$ cat src/hdl/tsgt_pkg.sv
// Shared types, constants and helper functions for the touch stroke gesture tracker.
`timescale 1ns / 1ps

package tsgt_pkg;

   localparam int ZoneCount       = 3;
   localparam int CsrAddrWidth    = 5;
   localparam int CsrDataWidth    = 32;
   localparam int CfgWidth        = 16;
   localparam int TimeWidth       = 32;
   localparam int PosWidth        = 3;
   localparam int LevelWidth      = 2;

   localparam logic [PosWidth-1:0]   TravelHalfUnits = 3'd2;
   localparam logic [LevelWidth-1:0] LevelMax        = 2'd3;
   localparam logic [LevelWidth-1:0] LevelFirst      = 2'd1;

   localparam logic FuncTouch = 1'b0;
   localparam logic FuncTake  = 1'b1;

   typedef enum logic [2:0] {
      REG_ACTIVE_DURATION = 3'd0,
      REG_SPEECH_COOLDOWN = 3'd1,
      REG_TRAVEL_MIN      = 3'd2,
      REG_TRAVEL_MAX      = 3'd3,
      REG_STROKE_HOLDOFF  = 3'd4,
      REG_LEVEL_WINDOW    = 3'd5,
      REG_CLICK_QUIET     = 3'd6,
      REG_SPEECH_WINDOW   = 3'd7
   } reg_index_type;

   localparam logic [CfgWidth-1:0] ActiveDurationReset = 16'd4000;
   localparam logic [CfgWidth-1:0] SpeechCooldownReset = 16'd10000;
   localparam logic [CfgWidth-1:0] TravelMinReset      = 16'd60;
   localparam logic [CfgWidth-1:0] TravelMaxReset      = 16'd1400;
   localparam logic [CfgWidth-1:0] StrokeHoldoffReset  = 16'd300;
   localparam logic [CfgWidth-1:0] LevelWindowReset    = 16'd2500;
   localparam logic [CfgWidth-1:0] ClickQuietReset     = 16'd750;
   localparam logic [CfgWidth-1:0] SpeechWindowReset   = 16'd1800;

   typedef struct packed {
      logic [CfgWidth-1:0] active_duration_ms;
      logic [CfgWidth-1:0] speech_cooldown_ms;
      logic [CfgWidth-1:0] travel_min_ms;
      logic [CfgWidth-1:0] travel_max_ms;
      logic [CfgWidth-1:0] stroke_holdoff_ms;
      logic [CfgWidth-1:0] level_window_ms;
      logic [CfgWidth-1:0] click_quiet_ms;
      logic [CfgWidth-1:0] speech_window_ms;
   } cfg_type;

   typedef struct packed {
      logic                 func;
      logic [TimeWidth-1:0] now_ms;
      logic [ZoneCount-1:0] zone_mask;
      logic                 hw_swipe;
      logic                 enable;
   } item_type;

   typedef struct packed {
      logic                  stroke_event;
      logic                  speech_taken;
      logic                  is_active;
      logic [LevelWidth-1:0] intensity;
      logic                  suppress_clicks;
      logic                  speech_ready;
   } result_type;

   // centroid of the touched zones in half-zone units
   function automatic logic [PosWidth-1:0] pos_of_mask(input logic [ZoneCount-1:0] mask);
      logic [PosWidth-1:0] pos;
      case (mask)
         3'b001:  pos = 3'd0;
         3'b010:  pos = 3'd2;
         3'b011:  pos = 3'd1;
         3'b100:  pos = 3'd4;
         3'b101:  pos = 3'd2;
         3'b110:  pos = 3'd3;
         3'b111:  pos = 3'd2;
         default: pos = 3'd0;
      endcase
      return pos;
   endfunction

   function automatic logic [TimeWidth-1:0] widen(input logic [CfgWidth-1:0] value);
      return {{(TimeWidth-CfgWidth){1'b0}}, value};
   endfunction

endpackage

$ cat src/hdl/tsgt_req_if.sv
// Request channel carrying touch samples and take-speech items.
`timescale 1ns / 1ps

interface tsgt_req_if;
   import tsgt_pkg::*;

   logic                 valid;
   logic                 ready;
   logic                 func;
   logic [TimeWidth-1:0] now_ms;
   logic [ZoneCount-1:0] zone_mask;
   logic                 hw_swipe;
   logic                 enable;

   modport source (output valid, func, now_ms, zone_mask, hw_swipe, enable, input ready);
   modport sink   (input valid, func, now_ms, zone_mask, hw_swipe, enable, output ready);
endinterface

$ cat src/hdl/tsgt_rsp_if.sv
// Response channel carrying one result per request.
`timescale 1ns / 1ps

interface tsgt_rsp_if;
   import tsgt_pkg::*;

   logic                  valid;
   logic                  ready;
   logic                  stroke_event;
   logic                  speech_taken;
   logic                  is_active;
   logic [LevelWidth-1:0] intensity;
   logic                  suppress_clicks;
   logic                  speech_ready;

   modport source (output valid, stroke_event, speech_taken, is_active, intensity,
                   suppress_clicks, speech_ready, input ready);
   modport sink   (input valid, stroke_event, speech_taken, is_active, intensity,
                   suppress_clicks, speech_ready, output ready);
endinterface

$ cat src/hdl/tsgt_csr.sv
// APB configuration register file for the gesture tracker timing windows.
`timescale 1ns / 1ps

module tsgt_csr (
   input  logic                                clock,
   input  logic                                reset,
   input  logic                                csr_psel,
   input  logic                                csr_penable,
   input  logic                                csr_pwrite,
   input  logic [tsgt_pkg::CsrAddrWidth-1:0]   csr_paddr,
   input  logic [tsgt_pkg::CsrDataWidth-1:0]   csr_pwdata,
   output logic [tsgt_pkg::CsrDataWidth-1:0]   csr_prdata,
   output logic                                csr_pready,
   output tsgt_pkg::cfg_type                   cfg
);
   import tsgt_pkg::*;

   cfg_type       cfg_ff;
   cfg_type       cfg_in;
   reg_index_type index;
   logic          wr_en;
   logic [CfgWidth-1:0] rd_value;

   assign index      = reg_index_type'(csr_paddr[CsrAddrWidth-1:2]);
   assign wr_en      = csr_psel && csr_penable && csr_pwrite;
   assign csr_pready = 1'b1;
   assign cfg        = cfg_ff;

   always_comb begin
      cfg_in = cfg_ff;
      if (wr_en) begin
         case (index)
            REG_ACTIVE_DURATION: cfg_in.active_duration_ms = csr_pwdata[CfgWidth-1:0];
            REG_SPEECH_COOLDOWN: cfg_in.speech_cooldown_ms = csr_pwdata[CfgWidth-1:0];
            REG_TRAVEL_MIN:      cfg_in.travel_min_ms      = csr_pwdata[CfgWidth-1:0];
            REG_TRAVEL_MAX:      cfg_in.travel_max_ms      = csr_pwdata[CfgWidth-1:0];
            REG_STROKE_HOLDOFF:  cfg_in.stroke_holdoff_ms  = csr_pwdata[CfgWidth-1:0];
            REG_LEVEL_WINDOW:    cfg_in.level_window_ms    = csr_pwdata[CfgWidth-1:0];
            REG_CLICK_QUIET:     cfg_in.click_quiet_ms     = csr_pwdata[CfgWidth-1:0];
            REG_SPEECH_WINDOW:   cfg_in.speech_window_ms   = csr_pwdata[CfgWidth-1:0];
            default:             cfg_in = cfg_ff;
         endcase
      end
   end

   always_comb begin
      case (index)
         REG_ACTIVE_DURATION: rd_value = cfg_ff.active_duration_ms;
         REG_SPEECH_COOLDOWN: rd_value = cfg_ff.speech_cooldown_ms;
         REG_TRAVEL_MIN:      rd_value = cfg_ff.travel_min_ms;
         REG_TRAVEL_MAX:      rd_value = cfg_ff.travel_max_ms;
         REG_STROKE_HOLDOFF:  rd_value = cfg_ff.stroke_holdoff_ms;
         REG_LEVEL_WINDOW:    rd_value = cfg_ff.level_window_ms;
         REG_CLICK_QUIET:     rd_value = cfg_ff.click_quiet_ms;
         REG_SPEECH_WINDOW:   rd_value = cfg_ff.speech_window_ms;
         default:             rd_value = '0;
      endcase
   end

   assign csr_prdata = {{(CsrDataWidth-CfgWidth){1'b0}}, rd_value};

   always_ff @(posedge clock) begin
      if (reset) begin
         cfg_ff.active_duration_ms <= ActiveDurationReset;
         cfg_ff.speech_cooldown_ms <= SpeechCooldownReset;
         cfg_ff.travel_min_ms      <= TravelMinReset;
         cfg_ff.travel_max_ms      <= TravelMaxReset;
         cfg_ff.stroke_holdoff_ms  <= StrokeHoldoffReset;
         cfg_ff.level_window_ms    <= LevelWindowReset;
         cfg_ff.click_quiet_ms     <= ClickQuietReset;
         cfg_ff.speech_window_ms   <= SpeechWindowReset;
      end else begin
         cfg_ff <= cfg_in;
      end
   end

endmodule

$ cat src/hdl/tsgt_core.sv
// Gesture state and the single-pass update that turns one request into one result.
`timescale 1ns / 1ps

module tsgt_core (
   input  logic                 clock,
   input  logic                 reset,
   input  logic                 step,
   input  tsgt_pkg::item_type   item,
   input  tsgt_pkg::cfg_type    cfg,
   output tsgt_pkg::result_type result
);
   import tsgt_pkg::*;

   logic                  touching_ff, touching_in;
   logic                  contact_blocked_ff, contact_blocked_in;
   logic                  contact_consumed_ff, contact_consumed_in;
   logic [TimeWidth-1:0]  release_time_ff, release_time_in;
   logic                  release_seen_ff, release_seen_in;
   logic [PosWidth-1:0]   origin_position_ff, origin_position_in;
   logic [TimeWidth-1:0]  origin_time_ff, origin_time_in;
   logic                  stroke_seen_ff, stroke_seen_in;
   logic [TimeWidth-1:0]  stroke_time_ff, stroke_time_in;
   logic [LevelWidth-1:0] level_count_ff, level_count_in;
   logic                  speech_pending_ff, speech_pending_in;
   logic                  speech_seen_ff, speech_seen_in;
   logic [TimeWidth-1:0]  speech_time_ff, speech_time_in;

   logic [TimeWidth-1:0]  d_stroke, d_release, d_origin, d_speech;
   logic [TimeWidth-1:0]  d_stroke_post, d_release_post, d_speech_post;
   logic [TimeWidth-1:0]  travel;
   logic [PosWidth-1:0]   pos, origin_eff, pos_gap;
   logic                  gesture, held_off, active_pre, speech_pre;
   logic                  stroke_event, speech_taken, release_now, active_post;
   logic [TimeWidth-1:0]  now;

   assign now       = item.now_ms;
   assign d_stroke  = now - stroke_time_ff;
   assign d_release = now - release_time_ff;
   assign d_origin  = now - origin_time_ff;
   assign d_speech  = now - speech_time_ff;

   assign pos        = pos_of_mask(item.zone_mask);
   assign origin_eff = touching_ff ? origin_position_ff : pos;
   assign travel     = touching_ff ? d_origin : '0;
   assign pos_gap    = (pos >= origin_eff) ? pos - origin_eff : origin_eff - pos;
   assign gesture    = item.hw_swipe ||
                       (pos_gap >= TravelHalfUnits && travel >= widen(cfg.travel_min_ms) &&
                        travel <= widen(cfg.travel_max_ms));
   assign held_off   = stroke_seen_ff && d_stroke < widen(cfg.stroke_holdoff_ms);
   assign active_pre = stroke_seen_ff && d_stroke < widen(cfg.active_duration_ms);
   assign speech_pre = speech_pending_ff && active_pre &&
                       d_stroke <= widen(cfg.speech_window_ms) &&
                       (!speech_seen_ff || d_speech >= widen(cfg.speech_cooldown_ms));

   always_comb begin
      touching_in         = touching_ff;
      contact_blocked_in  = contact_blocked_ff;
      contact_consumed_in = contact_consumed_ff;
      release_time_in     = release_time_ff;
      release_seen_in     = release_seen_ff;
      origin_position_in  = origin_position_ff;
      origin_time_in      = origin_time_ff;
      stroke_seen_in      = stroke_seen_ff;
      stroke_time_in      = stroke_time_ff;
      level_count_in      = level_count_ff;
      speech_pending_in   = speech_pending_ff;
      speech_seen_in      = speech_seen_ff;
      speech_time_in      = speech_time_ff;
      stroke_event        = 1'b0;
      speech_taken        = 1'b0;
      release_now         = 1'b0;

      if (item.func == FuncTake) begin
         if (speech_pre) begin
            speech_pending_in = 1'b0;
            speech_seen_in    = 1'b1;
            speech_time_in    = now;
            speech_taken      = 1'b1;
         end
      end else if (!item.enable) begin
         stroke_seen_in      = 1'b0;
         speech_pending_in   = 1'b0;
         level_count_in      = '0;
         touching_in         = 1'b0;
         contact_blocked_in  = (item.zone_mask != '0);
         contact_consumed_in = (item.zone_mask != '0);
         release_time_in     = now;
         release_seen_in     = 1'b1;
         release_now         = 1'b1;
      end else if (item.zone_mask == '0) begin
         if (contact_consumed_ff) begin
            release_time_in = now;
            release_seen_in = 1'b1;
            release_now     = 1'b1;
         end
         touching_in         = 1'b0;
         contact_blocked_in  = 1'b0;
         contact_consumed_in = 1'b0;
      end else if (!contact_blocked_ff) begin
         touching_in = 1'b1;
         if (gesture) begin
            origin_position_in  = pos;
            origin_time_in      = now;
            contact_consumed_in = 1'b1;
            if (!held_off) begin
               stroke_event = 1'b1;
               if (active_pre && d_stroke < widen(cfg.level_window_ms)) begin
                  level_count_in = (level_count_ff == LevelMax) ? LevelMax
                                                                 : level_count_ff + 2'd1;
               end else begin
                  level_count_in = LevelFirst;
               end
               stroke_time_in    = now;
               stroke_seen_in    = 1'b1;
               speech_pending_in = 1'b1;
            end
         end else if (!touching_ff || travel > widen(cfg.travel_max_ms)) begin
            origin_position_in = pos;
            origin_time_in     = now;
         end
      end
   end

   assign d_stroke_post  = stroke_event ? '0 : d_stroke;
   assign d_release_post = release_now ? '0 : d_release;
   assign d_speech_post  = speech_taken ? '0 : d_speech;
   assign active_post    = stroke_seen_in && d_stroke_post < widen(cfg.active_duration_ms);

   assign result.stroke_event    = stroke_event;
   assign result.speech_taken    = speech_taken;
   assign result.is_active       = active_post;
   assign result.intensity       = level_count_in;
   assign result.suppress_clicks = contact_consumed_in || contact_blocked_in ||
                                   (release_seen_in &&
                                    d_release_post < widen(cfg.click_quiet_ms));
   assign result.speech_ready    = speech_pending_in && active_post &&
                                   d_stroke_post <= widen(cfg.speech_window_ms) &&
                                   (!speech_seen_in ||
                                    d_speech_post >= widen(cfg.speech_cooldown_ms));

   always_ff @(posedge clock) begin
      if (reset) begin
         touching_ff         <= 1'b0;
         contact_blocked_ff  <= 1'b0;
         contact_consumed_ff <= 1'b0;
         release_time_ff     <= '0;
         release_seen_ff     <= 1'b0;
         origin_position_ff  <= '0;
         origin_time_ff      <= '0;
         stroke_seen_ff      <= 1'b0;
         stroke_time_ff      <= '0;
         level_count_ff      <= '0;
         speech_pending_ff   <= 1'b0;
         speech_seen_ff      <= 1'b0;
         speech_time_ff      <= '0;
      end else if (step) begin
         touching_ff         <= touching_in;
         contact_blocked_ff  <= contact_blocked_in;
         contact_consumed_ff <= contact_consumed_in;
         release_time_ff     <= release_time_in;
         release_seen_ff     <= release_seen_in;
         origin_position_ff  <= origin_position_in;
         origin_time_ff      <= origin_time_in;
         stroke_seen_ff      <= stroke_seen_in;
         stroke_time_ff      <= stroke_time_in;
         level_count_ff      <= level_count_in;
         speech_pending_ff   <= speech_pending_in;
         speech_seen_ff      <= speech_seen_in;
         speech_time_ff      <= speech_time_in;
      end
   end

endmodule

$ cat src/hdl/touch_stroke_gesture_tracker.sv
// Top level of the touch stroke gesture tracker: request register, core and response register.
//
//   port       dir   kind            carries
//   req_chan   in    valid/ready     func, now_ms, zone_mask, hw_swipe, enable
//   rsp_chan   out   valid/ready     stroke_event, speech_taken, is_active, intensity,
//                                    suppress_clicks, speech_ready
//   csr_*      in    APB             eight 16-bit timing registers at byte address 4*i
//
// One request per cycle sustained while the response side accepts; a result passes through
// the request register, then the state update into the response register.
// Reset clears all tracking state and loads the default timings; no startup pass.
// A stalled response holds the pipeline; the request register still takes one request.
`timescale 1ns / 1ps

module touch_stroke_gesture_tracker (
   input  logic                               clock,
   input  logic                               reset,
   tsgt_req_if.sink                           req_chan,
   tsgt_rsp_if.source                         rsp_chan,
   input  logic                               csr_psel,
   input  logic                               csr_penable,
   input  logic                               csr_pwrite,
   input  logic [tsgt_pkg::CsrAddrWidth-1:0]  csr_paddr,
   input  logic [tsgt_pkg::CsrDataWidth-1:0]  csr_pwdata,
   output logic [tsgt_pkg::CsrDataWidth-1:0]  csr_prdata,
   output logic                               csr_pready
);
   import tsgt_pkg::*;

   cfg_type    cfg;
   item_type   item_ff, item_in;
   logic       in_valid_ff, in_valid_in;
   result_type result, result_ff;
   logic       out_valid_ff, out_valid_in;
   logic       advance, step, req_ready;

   assign advance   = !out_valid_ff || rsp_chan.ready;
   assign step      = in_valid_ff && advance;
   assign req_ready = !in_valid_ff || advance;

   assign req_chan.ready = req_ready;

   assign item_in.func      = req_chan.func;
   assign item_in.now_ms    = req_chan.now_ms;
   assign item_in.zone_mask = req_chan.zone_mask;
   assign item_in.hw_swipe  = req_chan.hw_swipe;
   assign item_in.enable    = req_chan.enable;

   assign in_valid_in  = req_ready ? req_chan.valid : in_valid_ff;
   assign out_valid_in = advance ? in_valid_ff : out_valid_ff;

   tsgt_csr u_csr (
      .clock       (clock),
      .reset       (reset),
      .csr_psel    (csr_psel),
      .csr_penable (csr_penable),
      .csr_pwrite  (csr_pwrite),
      .csr_paddr   (csr_paddr),
      .csr_pwdata  (csr_pwdata),
      .csr_prdata  (csr_prdata),
      .csr_pready  (csr_pready),
      .cfg         (cfg)
   );

   tsgt_core u_core (
      .clock  (clock),
      .reset  (reset),
      .step   (step),
      .item   (item_ff),
      .cfg    (cfg),
      .result (result)
   );

   always_ff @(posedge clock) begin
      if (reset) begin
         in_valid_ff  <= 1'b0;
         out_valid_ff <= 1'b0;
      end else begin
         in_valid_ff  <= in_valid_in;
         out_valid_ff <= out_valid_in;
      end
      if (req_ready && req_chan.valid) begin
         item_ff <= item_in;
      end
      if (step) begin
         result_ff <= result;
      end
   end

   assign rsp_chan.valid           = out_valid_ff;
   assign rsp_chan.stroke_event    = result_ff.stroke_event;
   assign rsp_chan.speech_taken    = result_ff.speech_taken;
   assign rsp_chan.is_active       = result_ff.is_active;
   assign rsp_chan.intensity       = result_ff.intensity;
   assign rsp_chan.suppress_clicks = result_ff.suppress_clicks;
   assign rsp_chan.speech_ready    = result_ff.speech_ready;

endmodule
$ cat src/flat_wrapper.sv
// flat-port wrapper written by rule: the top's interface ports become plain ports
module touch_stroke_gesture_tracker_flat import tsgt_pkg::*;
  (clock, reset, csr_psel, csr_penable, csr_pwrite, csr_paddr, csr_pwdata, csr_prdata, csr_pready, req_chan_valid, req_chan_func, req_chan_now_ms, req_chan_zone_mask, req_chan_hw_swipe, req_chan_enable, req_chan_ready, rsp_chan_valid, rsp_chan_stroke_event, rsp_chan_speech_taken, rsp_chan_is_active, rsp_chan_intensity, rsp_chan_suppress_clicks, rsp_chan_speech_ready, rsp_chan_ready);
  tsgt_req_if req_chan_i ();
  tsgt_rsp_if rsp_chan_i ();
  input  logic clock;
  input  logic reset;
  input  logic csr_psel;
  input  logic csr_penable;
  input  logic csr_pwrite;
  input  logic [tsgt_pkg::CsrAddrWidth-1:0] csr_paddr;
  input  logic [tsgt_pkg::CsrDataWidth-1:0] csr_pwdata;
  output logic [tsgt_pkg::CsrDataWidth-1:0] csr_prdata;
  output logic csr_pready;
  input wire logic [$bits(req_chan_i.valid)-1:0] req_chan_valid;
  input wire logic [$bits(req_chan_i.func)-1:0] req_chan_func;
  input wire logic [$bits(req_chan_i.now_ms)-1:0] req_chan_now_ms;
  input wire logic [$bits(req_chan_i.zone_mask)-1:0] req_chan_zone_mask;
  input wire logic [$bits(req_chan_i.hw_swipe)-1:0] req_chan_hw_swipe;
  input wire logic [$bits(req_chan_i.enable)-1:0] req_chan_enable;
  output wire logic [$bits(req_chan_i.ready)-1:0] req_chan_ready;
  output wire logic [$bits(rsp_chan_i.valid)-1:0] rsp_chan_valid;
  output wire logic [$bits(rsp_chan_i.stroke_event)-1:0] rsp_chan_stroke_event;
  output wire logic [$bits(rsp_chan_i.speech_taken)-1:0] rsp_chan_speech_taken;
  output wire logic [$bits(rsp_chan_i.is_active)-1:0] rsp_chan_is_active;
  output wire logic [$bits(rsp_chan_i.intensity)-1:0] rsp_chan_intensity;
  output wire logic [$bits(rsp_chan_i.suppress_clicks)-1:0] rsp_chan_suppress_clicks;
  output wire logic [$bits(rsp_chan_i.speech_ready)-1:0] rsp_chan_speech_ready;
  input wire logic [$bits(rsp_chan_i.ready)-1:0] rsp_chan_ready;
  assign req_chan_i.valid = req_chan_valid;
  assign req_chan_i.func = req_chan_func;
  assign req_chan_i.now_ms = req_chan_now_ms;
  assign req_chan_i.zone_mask = req_chan_zone_mask;
  assign req_chan_i.hw_swipe = req_chan_hw_swipe;
  assign req_chan_i.enable = req_chan_enable;
  assign req_chan_ready = req_chan_i.ready;
  assign rsp_chan_valid = rsp_chan_i.valid;
  assign rsp_chan_stroke_event = rsp_chan_i.stroke_event;
  assign rsp_chan_speech_taken = rsp_chan_i.speech_taken;
  assign rsp_chan_is_active = rsp_chan_i.is_active;
  assign rsp_chan_intensity = rsp_chan_i.intensity;
  assign rsp_chan_suppress_clicks = rsp_chan_i.suppress_clicks;
  assign rsp_chan_speech_ready = rsp_chan_i.speech_ready;
  assign rsp_chan_i.ready = rsp_chan_ready;
  touch_stroke_gesture_tracker u_core (.clock(clock), .reset(reset), .req_chan(req_chan_i), .rsp_chan(rsp_chan_i), .csr_psel(csr_psel), .csr_penable(csr_penable), .csr_pwrite(csr_pwrite), .csr_paddr(csr_paddr), .csr_pwdata(csr_pwdata), .csr_prdata(csr_prdata), .csr_pready(csr_pready));
endmodule
$ cat config.mk
export PLATFORM = sky130hd
export DESIGN_NAME = touch_stroke_gesture_tracker_flat
export DESIGN_NICKNAME = d
export VERILOG_FILES = /design/src/hdl/tsgt_pkg.sv /design/src/hdl/tsgt_req_if.sv /design/src/hdl/tsgt_rsp_if.sv /design/src/hdl/tsgt_csr.sv /design/src/hdl/tsgt_core.sv /design/src/hdl/touch_stroke_gesture_tracker.sv /design/src/flat_wrapper.sv
export SDC_FILE = /design/constraint.sdc
export NUM_CORES = 1
export LEC_CHECK = 0
export BUFFER_PORTS_ARGS = -buffer_cell sky130_fd_sc_hd__buf_4
export CORE_MARGIN = 4
export CORE_UTILIZATION = 43
export CTS_CLUSTER_DIAMETER = 100
export DETAILED_ROUTE_END_ITERATION = 8
export PLACE_DENSITY = 0.62
export RECOVER_POWER = 100
export SYNTH_ARGS = -nofsm -noshare
export SYNTH_HDL_FRONTEND = slang
export SYNTH_SLANG_ARGS = --single-unit
$ cat constraint.sdc
create_clock -name clock -period 16.9 [get_ports clock]
set_clock_uncertainty 0.05 [all_clocks]
set_input_delay 0.845 -clock clock [delete_from_list [all_inputs] [get_ports clock]]
set_output_delay 0.845 -clock clock [all_outputs]
set_load 0.02 [all_outputs]
### Word-level counts from Yosys, hierarchy flattened

Cells that the tools add are included.

* register bits after elaboration: 315
* input bits: 82
* output and inout bits: 42
* word-level logic and storage cells: 189

* add/subtract/negate cells: 7
* $lt $le $gt $ge: 14
* equality and inequality tests: 17
* muxes and demuxes: 65
* bitwise operators: 4
* reductions and logical operators: 48

Operator list (count)
* two-way mux 32 bit: 9
* < comparator 32 x 16 -> 1 bit: 5
* one-hot mux 16 bit (8 select lines): 1
* subtractor 32 bit: 4
* greater-or-equal comparator 32 x 16 -> 1 bit: 3
* <= comparator 32 x 16 -> 1 bit: 3
* two-way mux 1 bit: 42
* greater-than comparator 32 x 16 -> 1 bit: 1
* == test 3 bit (second input constant): 8
* logical AND 1 bit: 17
* two-way mux 2 bit: 8
* AND reduction 2 bit: 8
* == test 3 x 2 -> 1 bit (second input constant): 4
* two-way mux 3 bit: 4
* one-hot mux 3 bit (4 select lines): 1
* logical OR 1 bit: 8
* AND reduction 7 bit: 1
* logical NOT 3 bit: 2
* AND reduction 3 bit: 2
* AND reduction 6 bit: 1
* subtractor 3 bit: 2
* logical NOT 1 bit: 5
* inequality test 2 bit (second input constant): 2
* inverter 1 bit: 4
* other kinds (10): 10

### Depth between registers and ports, before layout

* word-level depth: 21
* mapped depth: 36
* mapped depth without buffers: 35

### By module

From an unflattened synthesis, not the netlist that was laid out.

* cell total of the unflattened synthesis: 3260
* area, all modules: 25055.3 sq um

By module, submodules not included
* tsgt_core: instances 1, cells an instance 2453, area an instance 17653.2 sq um, seq. area each 2802.7 sq um
* tsgt_csr: instances 1, cells an instance 752, area an instance 5947.0 sq um, seq. area each 2562.5 sq um
* touch_stroke_gesture_tracker: instances 1, cells an instance 55, area an instance 1455.1 sq um, seq. area each 1391.3 sq um

### Worst setup path before layout

No wires, ideal clock.

* path type: flip-flop to flip-flop
* start point: reg u_core.item_ff[6] in the netlist's numbering
* end point: reg u_core.result_ff (netlist bit u_core.rsp_chan.speech_ready) (data pin)
* setup time: 0.257 ns
* data arrival time: 6.432 ns
* data required time: 16.593 ns
* setup slack: 10.161 ns
* cell stages (with the launch flop): 33
* path buffers: 1
* period minus slack after synthesis: 6.739 ns
* cell sequence: edfxtp_1 -> ha_1 -> nor2b_1 -> o31a_1 -> o21ai_0 -> nand2b_1 -> nor2b_1 -> or3_1 -> xor2_1 -> ha_1 -> a21o_1 -> a21o_1 -> a21oi_1 -> o21ai_0 -> a21oi_1 -> or4b_1 -> a311oi_4 -> clkbuf_1 -> or2_2 -> ha_1 -> nand2b_1 -> a21o_1 -> a21o_1 -> a21oi_1 -> o21ai_0 -> a21o_1 -> a21oi_1 -> o21ai_0 -> nand2_1 -> a21oi_1 -> a2111oi_0 -> nor4_1 -> o2111a_1

RTL lines
* start, declared: RTL line touch_stroke_gesture_tracker.sv:31 `item_type item_ff, item_in;`
* start signal, assigned: RTL line touch_stroke_gesture_tracker.sv:83 `item_ff <= item_in;`
* end signal, assigned: RTL line touch_stroke_gesture_tracker.sv:86 `result_ff <= result;`
* end, declared: RTL line touch_stroke_gesture_tracker.sv:33 `result_type result, result_ff;`

==> flow_metrics.tcl <==
set metrics [dict create \
    run_status "complete, but fails checks" \
    violations "max-capacitance violations, max-slew violations" \
    drc_violation_count_after_routing 0 \
    worst_setup_path_startpoint "reset" \
    detailed_place_hpwl_mm 61.6 \
    post_synth_inst_count 3153 \
    grt_pass1_wl_mm 123 \
    initial_core_util_pct 43.5 \
    n_fill_cell 5687 \
    drv.max_cap_violation_count 10 \
    whs_ns 0.404 \
    grt.overflow.total 0 \
    max_slew_margin_pct -216 \
    part_of_the_total_power_dissipated_in_the_clock_network_pct 41.7 \
    final_cell_area_mm2 0.0269 \
    numClockSinks 315 \
    hold_start "u_core.u_core.release_time_ff[8]" \
    path_clk_slew_ns 0.06 \
    register_area_mm2 0.00676 \
    cts_hold_buf 0 \
    globalRouteMet2Util_pct 42.1 \
    slew_worst_pin_ns 4.75 \
    globalRouteMet1Util_pct 34.2 \
    worstHoldPathCells 2 \
    ys_seq_area_share_pct 27.6 \
    synthToLayoutAreaGrowth_pct 9.90 \
    power_spent_charging_and_discharging_nets_uw 686 \
    area_after_detailed_placement_mm2 0.0258 \
    routed-via-count 22751 \
    final.period_utilization_pct 65.1 \
    min_period_ns 10.99 \
    cts-htree-levels 2 \
    power.share.sequential_pct 36.0 \
    globalplace.congestion 0.945 \
    placement_row_count 87 \
    timing.rr.end "u_core.rsp_chan.speech_ready" \
    critical_path.reg2reg.startpoint "u_core.item_ff[5]" \
    timing.critical_path.from_type "input pin" \
    timing.critical_path.required_ns 17.10 \
    firstDrtPassIters 5 \
    route.detailed.wl_per_inst_um 20.2 \
    cts_buffer_depth 3 \
    p_per_area_mw_per_mm2 81.5 \
    die_w_um 247 \
    antenna_found_initial 0 \
    synth_enable_flop_cells 45 \
    synth.lib_cells_used.distinct 94 \
    num_io_pins 124 \
    clock_latency_ns 0.59 \
    drive_gt1_share_pct 5.77 \
    hold_end "u_core.u_core.release_time_ff[8]" \
    cp_max_fo 104 \
    worst_setup_timing_slack_at_the_placement_stage_ns 8.27 \
    report.final.slew_viol_count 544 \
    mostFrequentLayoutCells "a21oi_1 (375), nand2_1 (359), inv_1 (302)" \
    worst_ep_arrival_time_ns 11.20 \
    finalSetupViolCount 0 \
    syn-mean-instance-area_um2 7.78 \
    n_antenna_cell 0 \
    post_cts_resized 0 \
    vdd_ir_drop_max_mv 0.0798 \
    portBuffers 88 \
    setup_tns_ns 0 \
    cts_made_buffers 41 \
    tritoncts "done" \
    ys_async_sr_fraction_pct 0 \
    detail-route-antenna-nets 0 \
    max_freq_ghz 0.0910 \
    grt_setup_unrepaired "no" \
    final_common_cell "a21oi_1" \
    internal_power_uw 1510 \
    die_area_mm2 0.0609 \
    nets 3559 \
    netSwitchingFraction_pct 31.3 \
    synth.ff_latch_count 315 \
    first_global_vias 21670 \
    worst_setup_path_end_kind "register" \
    criticalPathCategory "input pin to register" \
    drt_iter0_drc 1682 \
    gr-usage-met3_pct 3.16 \
    synthesis.area_mm2 0.0245 \
    postCtsSetupBuffers 0 \
    yosysWarnings 0 \
    finalWirelength_mm 80.1 \
    reg2reg_depth 30 \
    postSynth.topFlopCell "dfxtp_1" \
    grt_start_max_net_pins 105 \
    multi_input_comb_area_mm2 0.0160 \
    pwr-share-comb_pct 22.3 \
    p_leak_uw 0.0107 \
    gr-usage-all-layers_pct 25.6 \
    die_y_um 247 \
    route.detailed.vias_per_inst 5.74 \
    r2r_setup_slk_ns 6.63 \
    finalWorstSetupSlack_ns 5.91 \
    worstHoldPathType "register to register" \
    root_buffer "clkbuf_16" \
    busiest_layer "met2" \
    hold_viol_final 0 \
    placeableCoreArea_mm2 0.0564 \
]
-- cells in the mapped netlist (37+ instances only) --
cell	instances	area share [%]
nand2_1	358	5.5
ha_1	296	15
nor2_1	298	4.6
clkbuf_1	105	1.6
a21oi_1	375	7.7
nor3_1	42	0.86
nand4_1	43	1.1
a211o_1	47	1.7
dfxtp_1	270	22
o21a_1	37	1.1
mux2i_1	91	3.7
xnor2_1	41	1.5
a21o_1	77	2.4
o21ai_0	128	2.6
edfxtp_1	45	5.5
inv_1	302	4.6
nor2b_1	60	1.5
-- worst max path at each step --
| stage | endpoint | depth (start not counted) |
|---|---|---|
| 2_1_floorplan | u_core.rsp_chan.speech_ready | 32 |
| 3_3_place_gp | u_core.rsp_chan.speech_ready | 34 |
| 3_5_place_dp | u_core.rsp_chan.speech_ready | 34 |
| 4_1_cts | u_core.rsp_chan.speech_ready | 34 |
| 5_1_grt | u_core.u_core.level_count_ff[1] | 5 |
| 6_report | u_core.u_core.level_count_ff[1] | 5 |
-- worst max-delay path: stages --
cell and delay, ns:
clkbuf_1 2.61, clkbuf_1 3.49, clkbuf_1 3.39, o41a_1 0.55, nor3_1 0.06
-- flip-flops by register name, indices dropped and copies added, names as in the netlist, 2 cells and up --
register / count
u_core.item_ff: 38
u_core.rsp_chan.intensity: 2
u_core.u_core.level_count_ff: 2
u_core.u_core.origin_position_ff: 3
u_core.u_core.origin_time_ff: 32
u_core.u_core.release_time_ff: 32
u_core.u_core.speech_time_ff: 32
u_core.u_core.stroke_time_ff: 32
u_core.u_csr.cfg: 128
-- per-stage QoR --
step | power [uW] | utilization, % | instances
after floorplan | 1150 | - | 3168
after CTS | 2210 | 48.2 | 3964
after detailed placement | 1290 | 45.7 | 3888
after global routing | 2300 | 47.8 | 3964
final | 2190 | 47.8 | 3964
after global placement | 1280 | 45.7 | 3888
-- cells by family after synthesis --
logic type	count (synthesis)	synth area share, %
buffers and inverters	464	7.65
AND/OR/NAND/NOR	983	18.5
other	2	0.0306
adder cells (fa/ha/maj)	303	15.6
flip-flops	315	27.6
AO/OA/AOI/OAI	914	23.7
multiplexers	101	4.45
XOR/XNOR	71	2.54
-- cell type report --
type	count	share of cell area, %
inverter	304	4.24
clock inverter	21	0.985
sequential	315	25.1
tap	756	3.51
multi-input combinational	2389	59.2
timing repair buffer	124	2.79
clock buffer	55	4.19
-- power groups by stage --
stage               Clock [uW]  Combinational (uW)  Sequential, uW
floorplan                    0                 341             804
global placement             0                 473             806
detailed placement           0                 486             806
CTS                        932                 489             790
global route               964                 543             791
finish                     916                 489             790
-- metal layers --
layer | up-vias | share of wire [%]
li1 | 11142 | -
met3 | 144 | 6.0
met1 | 10740 | 44
met4 | 0 | 4.0
met5 | - | 0
met2 | 725 | 46
Note: power is estimated with default switching activity, not from simulation.
